`src/sv/fnv_pkg.sv`:
```
// Types and constants shared by the file name validator modules.
package fnv_pkg;

  // Longest name that is not reported as too long.
  localparam logic [15:0] MAX_NAME_UNITS = 16'd255;

  // Depth of the queue between the classifier and the verdict stage.
  localparam int QUEUE_DEPTH = 2;
  localparam int QPTR_W      = $clog2(QUEUE_DEPTH);

  // Stem length code meaning the stem can no longer be a device name.
  localparam logic [2:0] STEM_DEAD = 3'd5;

  localparam logic [16:0] POS_VALID = 17'h1FFFF;

  typedef enum logic [2:0] {
    PR_NONE      = 3'd0,
    PR_EMPTY     = 3'd1,
    PR_DOTS      = 3'd2,
    PR_CONTROL   = 3'd3,
    PR_FORBIDDEN = 3'd4,
    PR_TRAILING  = 3'd5,
    PR_RESERVED  = 3'd6,
    PR_TOO_LONG  = 3'd7
  } problem_t;

  typedef enum logic [1:0] {
    CP_NONE      = 2'd0,
    CP_CONTROL   = 2'd1,
    CP_FORBIDDEN = 2'd2
  } char_problem_t;

  // One classified code unit as it travels from the front to the back.
  typedef struct packed {
    logic          empty_item;
    logic          final_item;
    char_problem_t char_problem;
    logic          is_dot;
    logic          is_space;
    logic          is_ascii;
    logic [6:0]    stem_char;
  } unit_class_t;

endpackage

```
`src/sv/fnv_front.sv`:
```
// Front end: accepts code unit beats and classifies each one.
module fnv_front
  import fnv_pkg::*;
(
  input  logic        in_valid,
  output logic        in_ready,
  input  logic [15:0] in_code_unit,
  input  logic        in_final_unit,
  input  logic        in_empty_name,
  input  logic        q_full,
  output logic        q_push,
  output unit_class_t q_wdata
);

  logic       raw;
  logic       control;
  logic       forbidden;
  logic [6:0] low7;

  assign raw       = (in_code_unit >= 16'hDC80) && (in_code_unit <= 16'hDCFF);
  assign control   = (in_code_unit < 16'h0020) || (in_code_unit == 16'h007F);
  assign forbidden = (in_code_unit == 16'h003C) || (in_code_unit == 16'h003E) ||
                     (in_code_unit == 16'h003A) || (in_code_unit == 16'h0022) ||
                     (in_code_unit == 16'h002F) || (in_code_unit == 16'h005C) ||
                     (in_code_unit == 16'h007C) || (in_code_unit == 16'h003F) ||
                     (in_code_unit == 16'h002A);
  assign low7      = in_code_unit[6:0];

  assign in_ready = !q_full;
  assign q_push   = in_valid && !q_full;

  always_comb begin
    q_wdata            = '0;
    q_wdata.empty_item = in_empty_name;
    q_wdata.final_item = in_final_unit;
    if (raw) begin
      q_wdata.char_problem = CP_NONE;
    end else if (control) begin
      q_wdata.char_problem = CP_CONTROL;
    end else if (forbidden) begin
      q_wdata.char_problem = CP_FORBIDDEN;
    end else begin
      q_wdata.char_problem = CP_NONE;
    end
    q_wdata.is_dot   = (in_code_unit == 16'h002E);
    q_wdata.is_space = (in_code_unit == 16'h0020);
    q_wdata.is_ascii = (in_code_unit < 16'h0080);
    // Lower-case ASCII letters are folded to upper case for the stem compare.
    if ((low7 >= 7'h61) && (low7 <= 7'h7A)) begin
      q_wdata.stem_char = low7 - 7'h20;
    end else begin
      q_wdata.stem_char = low7;
    end
  end

endmodule

```
`src/sv/fnv_queue.sv`:
```
// Small register queue between the classifier and the verdict stage.
module fnv_queue
  import fnv_pkg::*;
(
  input  logic        clk,
  input  logic        rst_n,
  input  logic        push,
  input  unit_class_t wdata,
  input  logic        pop,
  output logic        full,
  output logic        not_empty,
  output unit_class_t rdata
);

  unit_class_t            slot_r [QUEUE_DEPTH];
  logic [QPTR_W-1:0]      wr_ptr_r, wr_ptr_nxt;
  logic [QPTR_W-1:0]      rd_ptr_r, rd_ptr_nxt;
  logic [QPTR_W:0]        count_r, count_nxt;

  assign full      = (count_r == (QPTR_W+1)'(QUEUE_DEPTH));
  assign not_empty = (count_r != '0);
  assign rdata     = slot_r[rd_ptr_r];

  always_comb begin
    wr_ptr_nxt = wr_ptr_r;
    rd_ptr_nxt = rd_ptr_r;
    count_nxt  = count_r;
    if (push) begin
      wr_ptr_nxt = (wr_ptr_r == QPTR_W'(QUEUE_DEPTH - 1)) ? '0 : wr_ptr_r + 1'b1;
    end
    if (pop) begin
      rd_ptr_nxt = (rd_ptr_r == QPTR_W'(QUEUE_DEPTH - 1)) ? '0 : rd_ptr_r + 1'b1;
    end
    if (push && !pop) begin
      count_nxt = count_r + 1'b1;
    end else if (pop && !push) begin
      count_nxt = count_r - 1'b1;
    end
  end

  always_ff @(posedge clk) begin
    if (!rst_n) begin
      wr_ptr_r <= '0;
      rd_ptr_r <= '0;
      count_r  <= '0;
    end else begin
      wr_ptr_r <= wr_ptr_nxt;
      rd_ptr_r <= rd_ptr_nxt;
      count_r  <= count_nxt;
    end
  end

  always_ff @(posedge clk) begin
    if (push) begin
      slot_r[wr_ptr_r] <= wdata;
    end
  end

endmodule

```
`src/sv/fnv_back.sv`:
```
// Back end: keeps the per-name state and registers one verdict per name.
module fnv_back
  import fnv_pkg::*;
(
  input  logic               clk,
  input  logic               rst_n,
  input  logic               q_not_empty,
  input  unit_class_t        q_rdata,
  output logic               q_pop,
  output logic               out_valid,
  input  logic               out_ready,
  output logic [2:0]         out_problem,
  output logic signed [16:0] out_position
);

  logic [15:0]   unit_count_r, unit_count_nxt, count_upd;
  char_problem_t fcp_r, fcp_nxt, fcp_upd;
  logic [15:0]   fcp_pos_r, fcp_pos_nxt, fcp_pos_upd;
  logic          all_dots_r, all_dots_nxt, all_dots_upd;
  logic [6:0]    stem_r [4];
  logic [6:0]    stem_nxt [4];
  logic [6:0]    stem_upd [4];
  logic [2:0]    stem_len_r, stem_len_nxt, stem_len_upd;
  logic          stem_closed_r, stem_closed_nxt, stem_closed_upd;

  logic          out_valid_r, out_valid_nxt;
  problem_t      problem_r, problem_nxt;
  logic [16:0]   position_r, position_nxt;

  logic          terminal;
  logic          reserved;
  logic          stem3_plain;
  logic          stem3_port;

  assign terminal = q_rdata.empty_item || q_rdata.final_item;
  assign q_pop    = q_not_empty && (!terminal || !out_valid_r || out_ready);

  // State after taking the head unit.
  always_comb begin
    count_upd       = (unit_count_r == 16'hFFFF) ? unit_count_r : unit_count_r + 16'd1;
    fcp_upd         = fcp_r;
    fcp_pos_upd     = fcp_pos_r;
    if ((fcp_r == CP_NONE) && (q_rdata.char_problem != CP_NONE)) begin
      fcp_upd     = q_rdata.char_problem;
      fcp_pos_upd = unit_count_r;
    end
    all_dots_upd    = all_dots_r && q_rdata.is_dot;
    stem_upd        = stem_r;
    stem_len_upd    = stem_len_r;
    stem_closed_upd = stem_closed_r;
    if (!stem_closed_r) begin
      if (q_rdata.is_dot) begin
        stem_closed_upd = 1'b1;
      end else if ((stem_len_r < 3'd4) && q_rdata.is_ascii) begin
        stem_upd[stem_len_r[1:0]] = q_rdata.stem_char;
        stem_len_upd              = stem_len_r + 3'd1;
      end else begin
        stem_len_upd = STEM_DEAD;
      end
    end
  end

  // Device name match on the updated stem.
  always_comb begin
    stem3_plain = ((stem_upd[0] == 7'h43) && (stem_upd[1] == 7'h4F) && (stem_upd[2] == 7'h4E)) ||
                  ((stem_upd[0] == 7'h50) && (stem_upd[1] == 7'h52) && (stem_upd[2] == 7'h4E)) ||
                  ((stem_upd[0] == 7'h41) && (stem_upd[1] == 7'h55) && (stem_upd[2] == 7'h58)) ||
                  ((stem_upd[0] == 7'h4E) && (stem_upd[1] == 7'h55) && (stem_upd[2] == 7'h4C));
    stem3_port  = ((stem_upd[0] == 7'h43) && (stem_upd[1] == 7'h4F) && (stem_upd[2] == 7'h4D)) ||
                  ((stem_upd[0] == 7'h4C) && (stem_upd[1] == 7'h50) && (stem_upd[2] == 7'h54));
    reserved    = ((stem_len_upd == 3'd3) && stem3_plain) ||
                  ((stem_len_upd == 3'd4) && (stem_upd[3] >= 7'h31) &&
                   (stem_upd[3] <= 7'h39) && stem3_port);
  end

  // Next state: a terminal beat returns everything to its reset value.
  always_comb begin
    unit_count_nxt  = unit_count_r;
    fcp_nxt         = fcp_r;
    fcp_pos_nxt     = fcp_pos_r;
    all_dots_nxt    = all_dots_r;
    stem_nxt        = stem_r;
    stem_len_nxt    = stem_len_r;
    stem_closed_nxt = stem_closed_r;
    if (q_pop) begin
      if (terminal) begin
        unit_count_nxt  = '0;
        fcp_nxt         = CP_NONE;
        fcp_pos_nxt     = '0;
        all_dots_nxt    = 1'b1;
        stem_nxt        = '{default: '0};
        stem_len_nxt    = '0;
        stem_closed_nxt = 1'b0;
      end else begin
        unit_count_nxt  = count_upd;
        fcp_nxt         = fcp_upd;
        fcp_pos_nxt     = fcp_pos_upd;
        all_dots_nxt    = all_dots_upd;
        stem_nxt        = stem_upd;
        stem_len_nxt    = stem_len_upd;
        stem_closed_nxt = stem_closed_upd;
      end
    end
  end

  // Verdict, checks in priority order.
  always_comb begin
    problem_nxt  = problem_r;
    position_nxt = position_r;
    if (q_pop && terminal) begin
      if (q_rdata.empty_item) begin
        problem_nxt  = PR_EMPTY;
        position_nxt = '0;
      end else if (fcp_upd == CP_CONTROL) begin
        problem_nxt  = PR_CONTROL;
        position_nxt = {1'b0, fcp_pos_upd};
      end else if (fcp_upd == CP_FORBIDDEN) begin
        problem_nxt  = PR_FORBIDDEN;
        position_nxt = {1'b0, fcp_pos_upd};
      end else if (all_dots_upd && ((count_upd == 16'd1) || (count_upd == 16'd2))) begin
        problem_nxt  = PR_DOTS;
        position_nxt = '0;
      end else if (q_rdata.is_space || q_rdata.is_dot) begin
        problem_nxt  = PR_TRAILING;
        position_nxt = {1'b0, unit_count_r};
      end else if (count_upd > MAX_NAME_UNITS) begin
        problem_nxt  = PR_TOO_LONG;
        position_nxt = {1'b0, MAX_NAME_UNITS};
      end else if (reserved) begin
        problem_nxt  = PR_RESERVED;
        position_nxt = '0;
      end else begin
        problem_nxt  = PR_NONE;
        position_nxt = POS_VALID;
      end
    end
  end

  always_comb begin
    if (q_pop && terminal) begin
      out_valid_nxt = 1'b1;
    end else if (out_ready) begin
      out_valid_nxt = 1'b0;
    end else begin
      out_valid_nxt = out_valid_r;
    end
  end

  always_ff @(posedge clk) begin
    if (!rst_n) begin
      unit_count_r  <= '0;
      fcp_r         <= CP_NONE;
      fcp_pos_r     <= '0;
      all_dots_r    <= 1'b1;
      stem_r        <= '{default: '0};
      stem_len_r    <= '0;
      stem_closed_r <= 1'b0;
      out_valid_r   <= 1'b0;
    end else begin
      unit_count_r  <= unit_count_nxt;
      fcp_r         <= fcp_nxt;
      fcp_pos_r     <= fcp_pos_nxt;
      all_dots_r    <= all_dots_nxt;
      stem_r        <= stem_nxt;
      stem_len_r    <= stem_len_nxt;
      stem_closed_r <= stem_closed_nxt;
      out_valid_r   <= out_valid_nxt;
    end
  end

  always_ff @(posedge clk) begin
    problem_r  <= problem_nxt;
    position_r <= position_nxt;
  end

  assign out_valid    = out_valid_r;
  assign out_problem  = problem_r;
  assign out_position = $signed(position_r);

endmodule

```
`src/sv/file_name_validator.sv`:
```
// Top level of the file name validator: classifier, queue and verdict stage.
//
//   channel   direction  beat contents                          handshake
//   in_       input      code_unit, final_unit, empty_name      in_valid / in_ready
//   out_      output     problem, position                      out_valid / out_ready
//
// One code unit beat is taken in every clock cycle while the two-entry queue
// has room; the verdict stage drains the queue at one beat per cycle while
// no final or empty beat waits on an untaken verdict. A verdict is written
// to the output register when its final or empty beat is popped from the queue.
// A stalled output only holds back final and empty beats; the queue keeps
// accepting until both entries are occupied.
// Synchronous active-low reset clears the queue, the name state and out_valid.
module file_name_validator
  import fnv_pkg::*;
(
  input  logic               clk,
  input  logic               rst_n,
  input  logic               in_valid,
  output logic               in_ready,
  input  logic [15:0]        in_code_unit,
  input  logic               in_final_unit,
  input  logic               in_empty_name,
  output logic               out_valid,
  input  logic               out_ready,
  output logic [2:0]         out_problem,
  output logic signed [16:0] out_position
);

  // Classified beats queued between the front and the back.
  unit_class_t q_wdata;
  unit_class_t q_rdata;
  logic        q_push;
  logic        q_pop;
  logic        q_full;
  logic        q_not_empty;

  // The front classifies each unit and pushes it whenever the queue has room.
  fnv_front u_front (
    .in_valid      (in_valid),
    .in_ready      (in_ready),
    .in_code_unit  (in_code_unit),
    .in_final_unit (in_final_unit),
    .in_empty_name (in_empty_name),
    .q_full        (q_full),
    .q_push        (q_push),
    .q_wdata       (q_wdata)
  );

  // The queue decouples input stalls from output stalls.
  fnv_queue u_queue (
    .clk       (clk),
    .rst_n     (rst_n),
    .push      (q_push),
    .wdata     (q_wdata),
    .pop       (q_pop),
    .full      (q_full),
    .not_empty (q_not_empty),
    .rdata     (q_rdata)
  );

  // The back keeps the per-name state and produces the verdict.
  fnv_back u_back (
    .clk          (clk),
    .rst_n        (rst_n),
    .q_not_empty  (q_not_empty),
    .q_rdata      (q_rdata),
    .q_pop        (q_pop),
    .out_valid    (out_valid),
    .out_ready    (out_ready),
    .out_problem  (out_problem),
    .out_position (out_position)
  );

endmodule

```
`config.mk`:
```
export PLATFORM = sky130hd
export DESIGN_NAME = file_name_validator
export DESIGN_NICKNAME = d
export VERILOG_FILES = /design/src/sv/fnv_pkg.sv /design/src/sv/fnv_front.sv /design/src/sv/fnv_queue.sv /design/src/sv/fnv_back.sv /design/src/sv/file_name_validator.sv
export SDC_FILE = /design/constraint.sdc
export NUM_CORES = 1
export LEC_CHECK = 0
export BUFFER_PORTS_ARGS = -buffer_cell sky130_fd_sc_hd__buf_2
export CAP_MARGIN = 20
export CELL_PAD_IN_SITES_DETAIL_PLACEMENT = 0
export CELL_PAD_IN_SITES_GLOBAL_PLACEMENT = 1
export CORE_MARGIN = 4
export CORE_UTILIZATION = 40
export DETAILED_ROUTE_END_ITERATION = 10
export GPL_TIMING_DRIVEN = 0
export HOLD_SLACK_MARGIN = 0.08
export PLACE_DENSITY_LB_ADDON = 0.1
export SLEW_MARGIN = 15
export SYNTH_ARGS = -nofsm -noshare
export SYNTH_HDL_FRONTEND = slang
export SYNTH_SLANG_ARGS = --single-unit
export TNS_END_PERCENT = 100
```
`constraint.sdc`:
```
create_clock -name clk -period 4.4 [get_ports clk]
set_clock_uncertainty 0.15 [all_clocks]
set_input_delay 0.22 -clock clk [delete_from_list [all_inputs] [get_ports clk]]
set_output_delay 0.22 -clock clk [all_outputs]
set_load 0.1 [all_outputs]
```
==> impl_metrics.ini <==
[logic_synthesis]
synth-seq-area-share_pct = 45.2
syn-instance-count = 673
synth_ff_type = dfxtp_1
synthDistinctLibCells = 77
synth.largest_area_cell = dfxtp_1
synth.top_cell.area_share_pct = 22.8
yosysWarningCount = 0
post_synth_instance_area_sq_mm = 0.00642
syn_nets = 705
synth.area.top_cells = dfxtp_1 (23%), edfxtp_1 (22%), a22oi_1 (5.5%)
synth.avg_cell_area_sq_um = 9.54
postSynthRegisterBits = 121
async_reset_ff_share_pct = 0
number_of_enable_type_register_cells_in_the_synthesized_netlist = 48

[layout]
layout.filler_cells = 1484
seqCellArea_sq_mm = 0.00290
antenna_cells_inserted = 0
area_delta_synth_final_pct = 19.1
post-route-util_pct = 48.3
multiInputGateArea_sq_mm = 0.00327
layout_common_cells = nor2_1 (91), dfxtp_1 (73), buf_2 (50)
final_net_count = 783
mostFrequentLayoutCell = nor2_1
drive_above_1_share_pct = 16.5

[timing]
timing.final.setup_violations = 0
final_min_period_over_clock_period_pct = 91.7
setup_tns_ns = 0
timing_max_transition_violations_final = 0
tightest_slew_ns = 0.910
finalHoldViolations = 0
timing.max_slew.rel_slack_pct = 39.2
finalCriticalPeriod_ns = 4.04
max_freq_ghz = 0.248
grt_setup_unrepaired = false

[clocking]
clock_sinks = 121
clkTransAtPathRegs_ns = 0.06
cts_resized = 0
ctsLongestPathBuffers = 2
cts_setup_buffers = 0
cts.root.buffer_cell = clkbuf_16
ctsHoldBuffers = 13
clock_latency_late_sink_ns = 0.43
ctsHtreeMaxLevel = 4
cts_tree = built
numCtsBuffers = 17

[setup_path]
crit_path_end_kind = flop
crit_arrival_ns = 4.24
worst-r2r-cell-count = 10
critPathMaxFanout = 10
kind_of_critical_path = reg2reg
critical_path_required_ns = 4.60
startpoint_type_of_the_worst_setup_path = flop

[die]
area_of_the_core_sq_mm = 0.0158
die_width_um = 135
initial_core_util_pct = 40.6
num_rows = 46
ios = 44
floorplan.die_area_sq_mm = 0.0181
floorplan.die.height_um = 135

[routing]
drc_violation_total_after_the_first_tritonroute_iteration = 470
route.detailed.wl_per_inst_um = 18.6
drtPass1Iterations = 5
drt_drc_violations_left = 0
vias_per_inst = 5.69
drtAntennaViolNets = 0
detailroute.via_count = 5580
totalWireLength_um = 18200

[power_and_ir_drop]
max-vdd-ir-drop_v = 0.000354
power_density_mw_per_mm2 = 633
clock_power_share_pct = 28.2
seqPwrFrac_pct = 30.1
share_comb_of_total_power_pct = 41.7
p_int_mw = 2.68
switchingPower_mw = 2.16
power.leakage_nw = 2.69
sw_ratio_pct = 44.7

[min_path]
holdPathStages = 4
min_path_type = in2reg

[run]
drv.max_cap_violation_count = 0

[placed_design]
number_of_buffers_added_on_ports = 43
gpl.final_weighted_congestion = 0.844
dpl.hpwl_um = 13200

[status]
outcome = finished clean

[global_route]
maximum_number_of_pins_on_one_net_before_global_route_repair = 17
first_global_vias = 5452
grtUsageTotal_pct = 20.8
grt_antenna_before_repair = 0
grt_first_pass_wirelength_um = 29300
grt.overflow.total = 0
## worst paths after layout
| kind | startpoint | endpoint | slack (ns) |
|---|---|---|---|
| max | flop | u_queue.count_r[1] | 0.36 |
| min | in_code_unit[15] | u_queue.slot_r[1][8] | 0.11 |
| max reg2reg | flop | u_queue.count_r[1] | 0.36 |
| min reg2reg | u_back.all_dots_r | u_back.all_dots_r | 0.33 |
## per-stage QoR
stage               instances  total power, mW  area (sq um)  setup slack [ns]  hold WS (ns)
finish                    980             4.84          7640             0.364         0.108
global route              980             5.07          7640            0.0133         0.142
CTS                       980             4.86          7640             0.294         0.107
detailed placement        935             3.49          6930             0.342         0.266
global placement          932             3.46          6910            -0.679         0.260
floorplan                 673             3.02          6420             0.813         0.169
## power by group through the flow
stage | sequential [mW] | clock (mW) | combinational [mW]
6_report | 1.46 | 1.37 | 2.02
5_1_grt | 1.48 | 1.45 | 2.14
4_1_cts | 1.46 | 1.38 | 2.02
3_5_place_dp | 1.48 | 0 | 2.00
3_3_place_gp | 1.49 | 0 | 1.97
2_1_floorplan | 2.13 | 0 | 0.897
## cells by family (layout without fill, tap and decap cells)
kind of cell             after synthesis  after routing  synth area share, %
buffers and inverters                 59            150                 4.00
multiplexers                          24             24                 4.11
AND/OR/NAND/NOR                      263            263                 22.5
XOR/XNOR                               8              8                 1.09
flip-flops                           121            121                 45.2
adder cells (fa/ha/maj)               10             10                 1.95
AO/OA/AOI/OAI                        188            188                 21.1
## layout make-up
class	instances	area share, %
timing repair buffer	59	4.81
buffer	43	2.57
sequential	121	38.0
multi-input combinational	493	42.7
clock inverter	15	2.01
inverter	16	0.786
clock buffer	17	5.57
tap	216	3.54
## synthesized netlist by cell type (all sizes together) (4+ instances only)
library cell  number
mux2              10
a21oi             30
edfxtp            48
dfxtp             73
nand3             15
nor3              25
clkbuf            28
nand4              5
nor3b              8
xor2               5
a211oi             4
o31ai              4
mux2i             14
nor2              91
a21o               4
and2              12
and3               6
buf               15
inv               15
a31oi              9
o22ai              4
o211ai             5
or2                4
a311oi             4
ha                10
nor4              14
nand2             38
or3                5
nand2b            15
a221o             16
o21ai             36
a22oi             47
nor2b              5
## layer usage
metal / routed length, um / vias to the layer above / share of wire, % / GRT usage, %
met5: 0 / - / 0 / 0
met4: 577 / 0 / 3.2 / 8.48
met3: 768 / 43 / 4.2 / 5.25
met2: 9110 / 143 / 50 / 35.1
met1: 7770 / 2693 / 43 / 25.3
li1: - / 2701 / - / -
## worst max-delay path, stage by stage (launching register included)
cell,delay (ns)
dfxtp_1,0.36
buf_6,0.17
clkbuf_1,0.41
buf_1,0.50
mux2i_1,0.27
nand2_1,0.09
a21oi_1,0.53
clkinv_1,0.51
ha_1,0.47
or3_1,0.36
a21oi_1,0.13
## flip-flops by register name, summed over array words and instances, names as in the netlist, named ones only
name and flops:
u_back.stem_r 28, u_queue.slot_r 28, u_back.out_position 17, u_back.fcp_pos_r 16, u_back.unit_count_r 16, u_back.out_problem 3, u_back.stem_len_r 3, u_back.fcp_r 2
u_queue.count_r 2, u_back.all_dots_r 1, u_back.out_valid 1, u_back.stem_closed_r 1, u_queue.rd_ptr_r 1, u_queue.wr_ptr_r 1
Power figures use the tool's default switching activity.
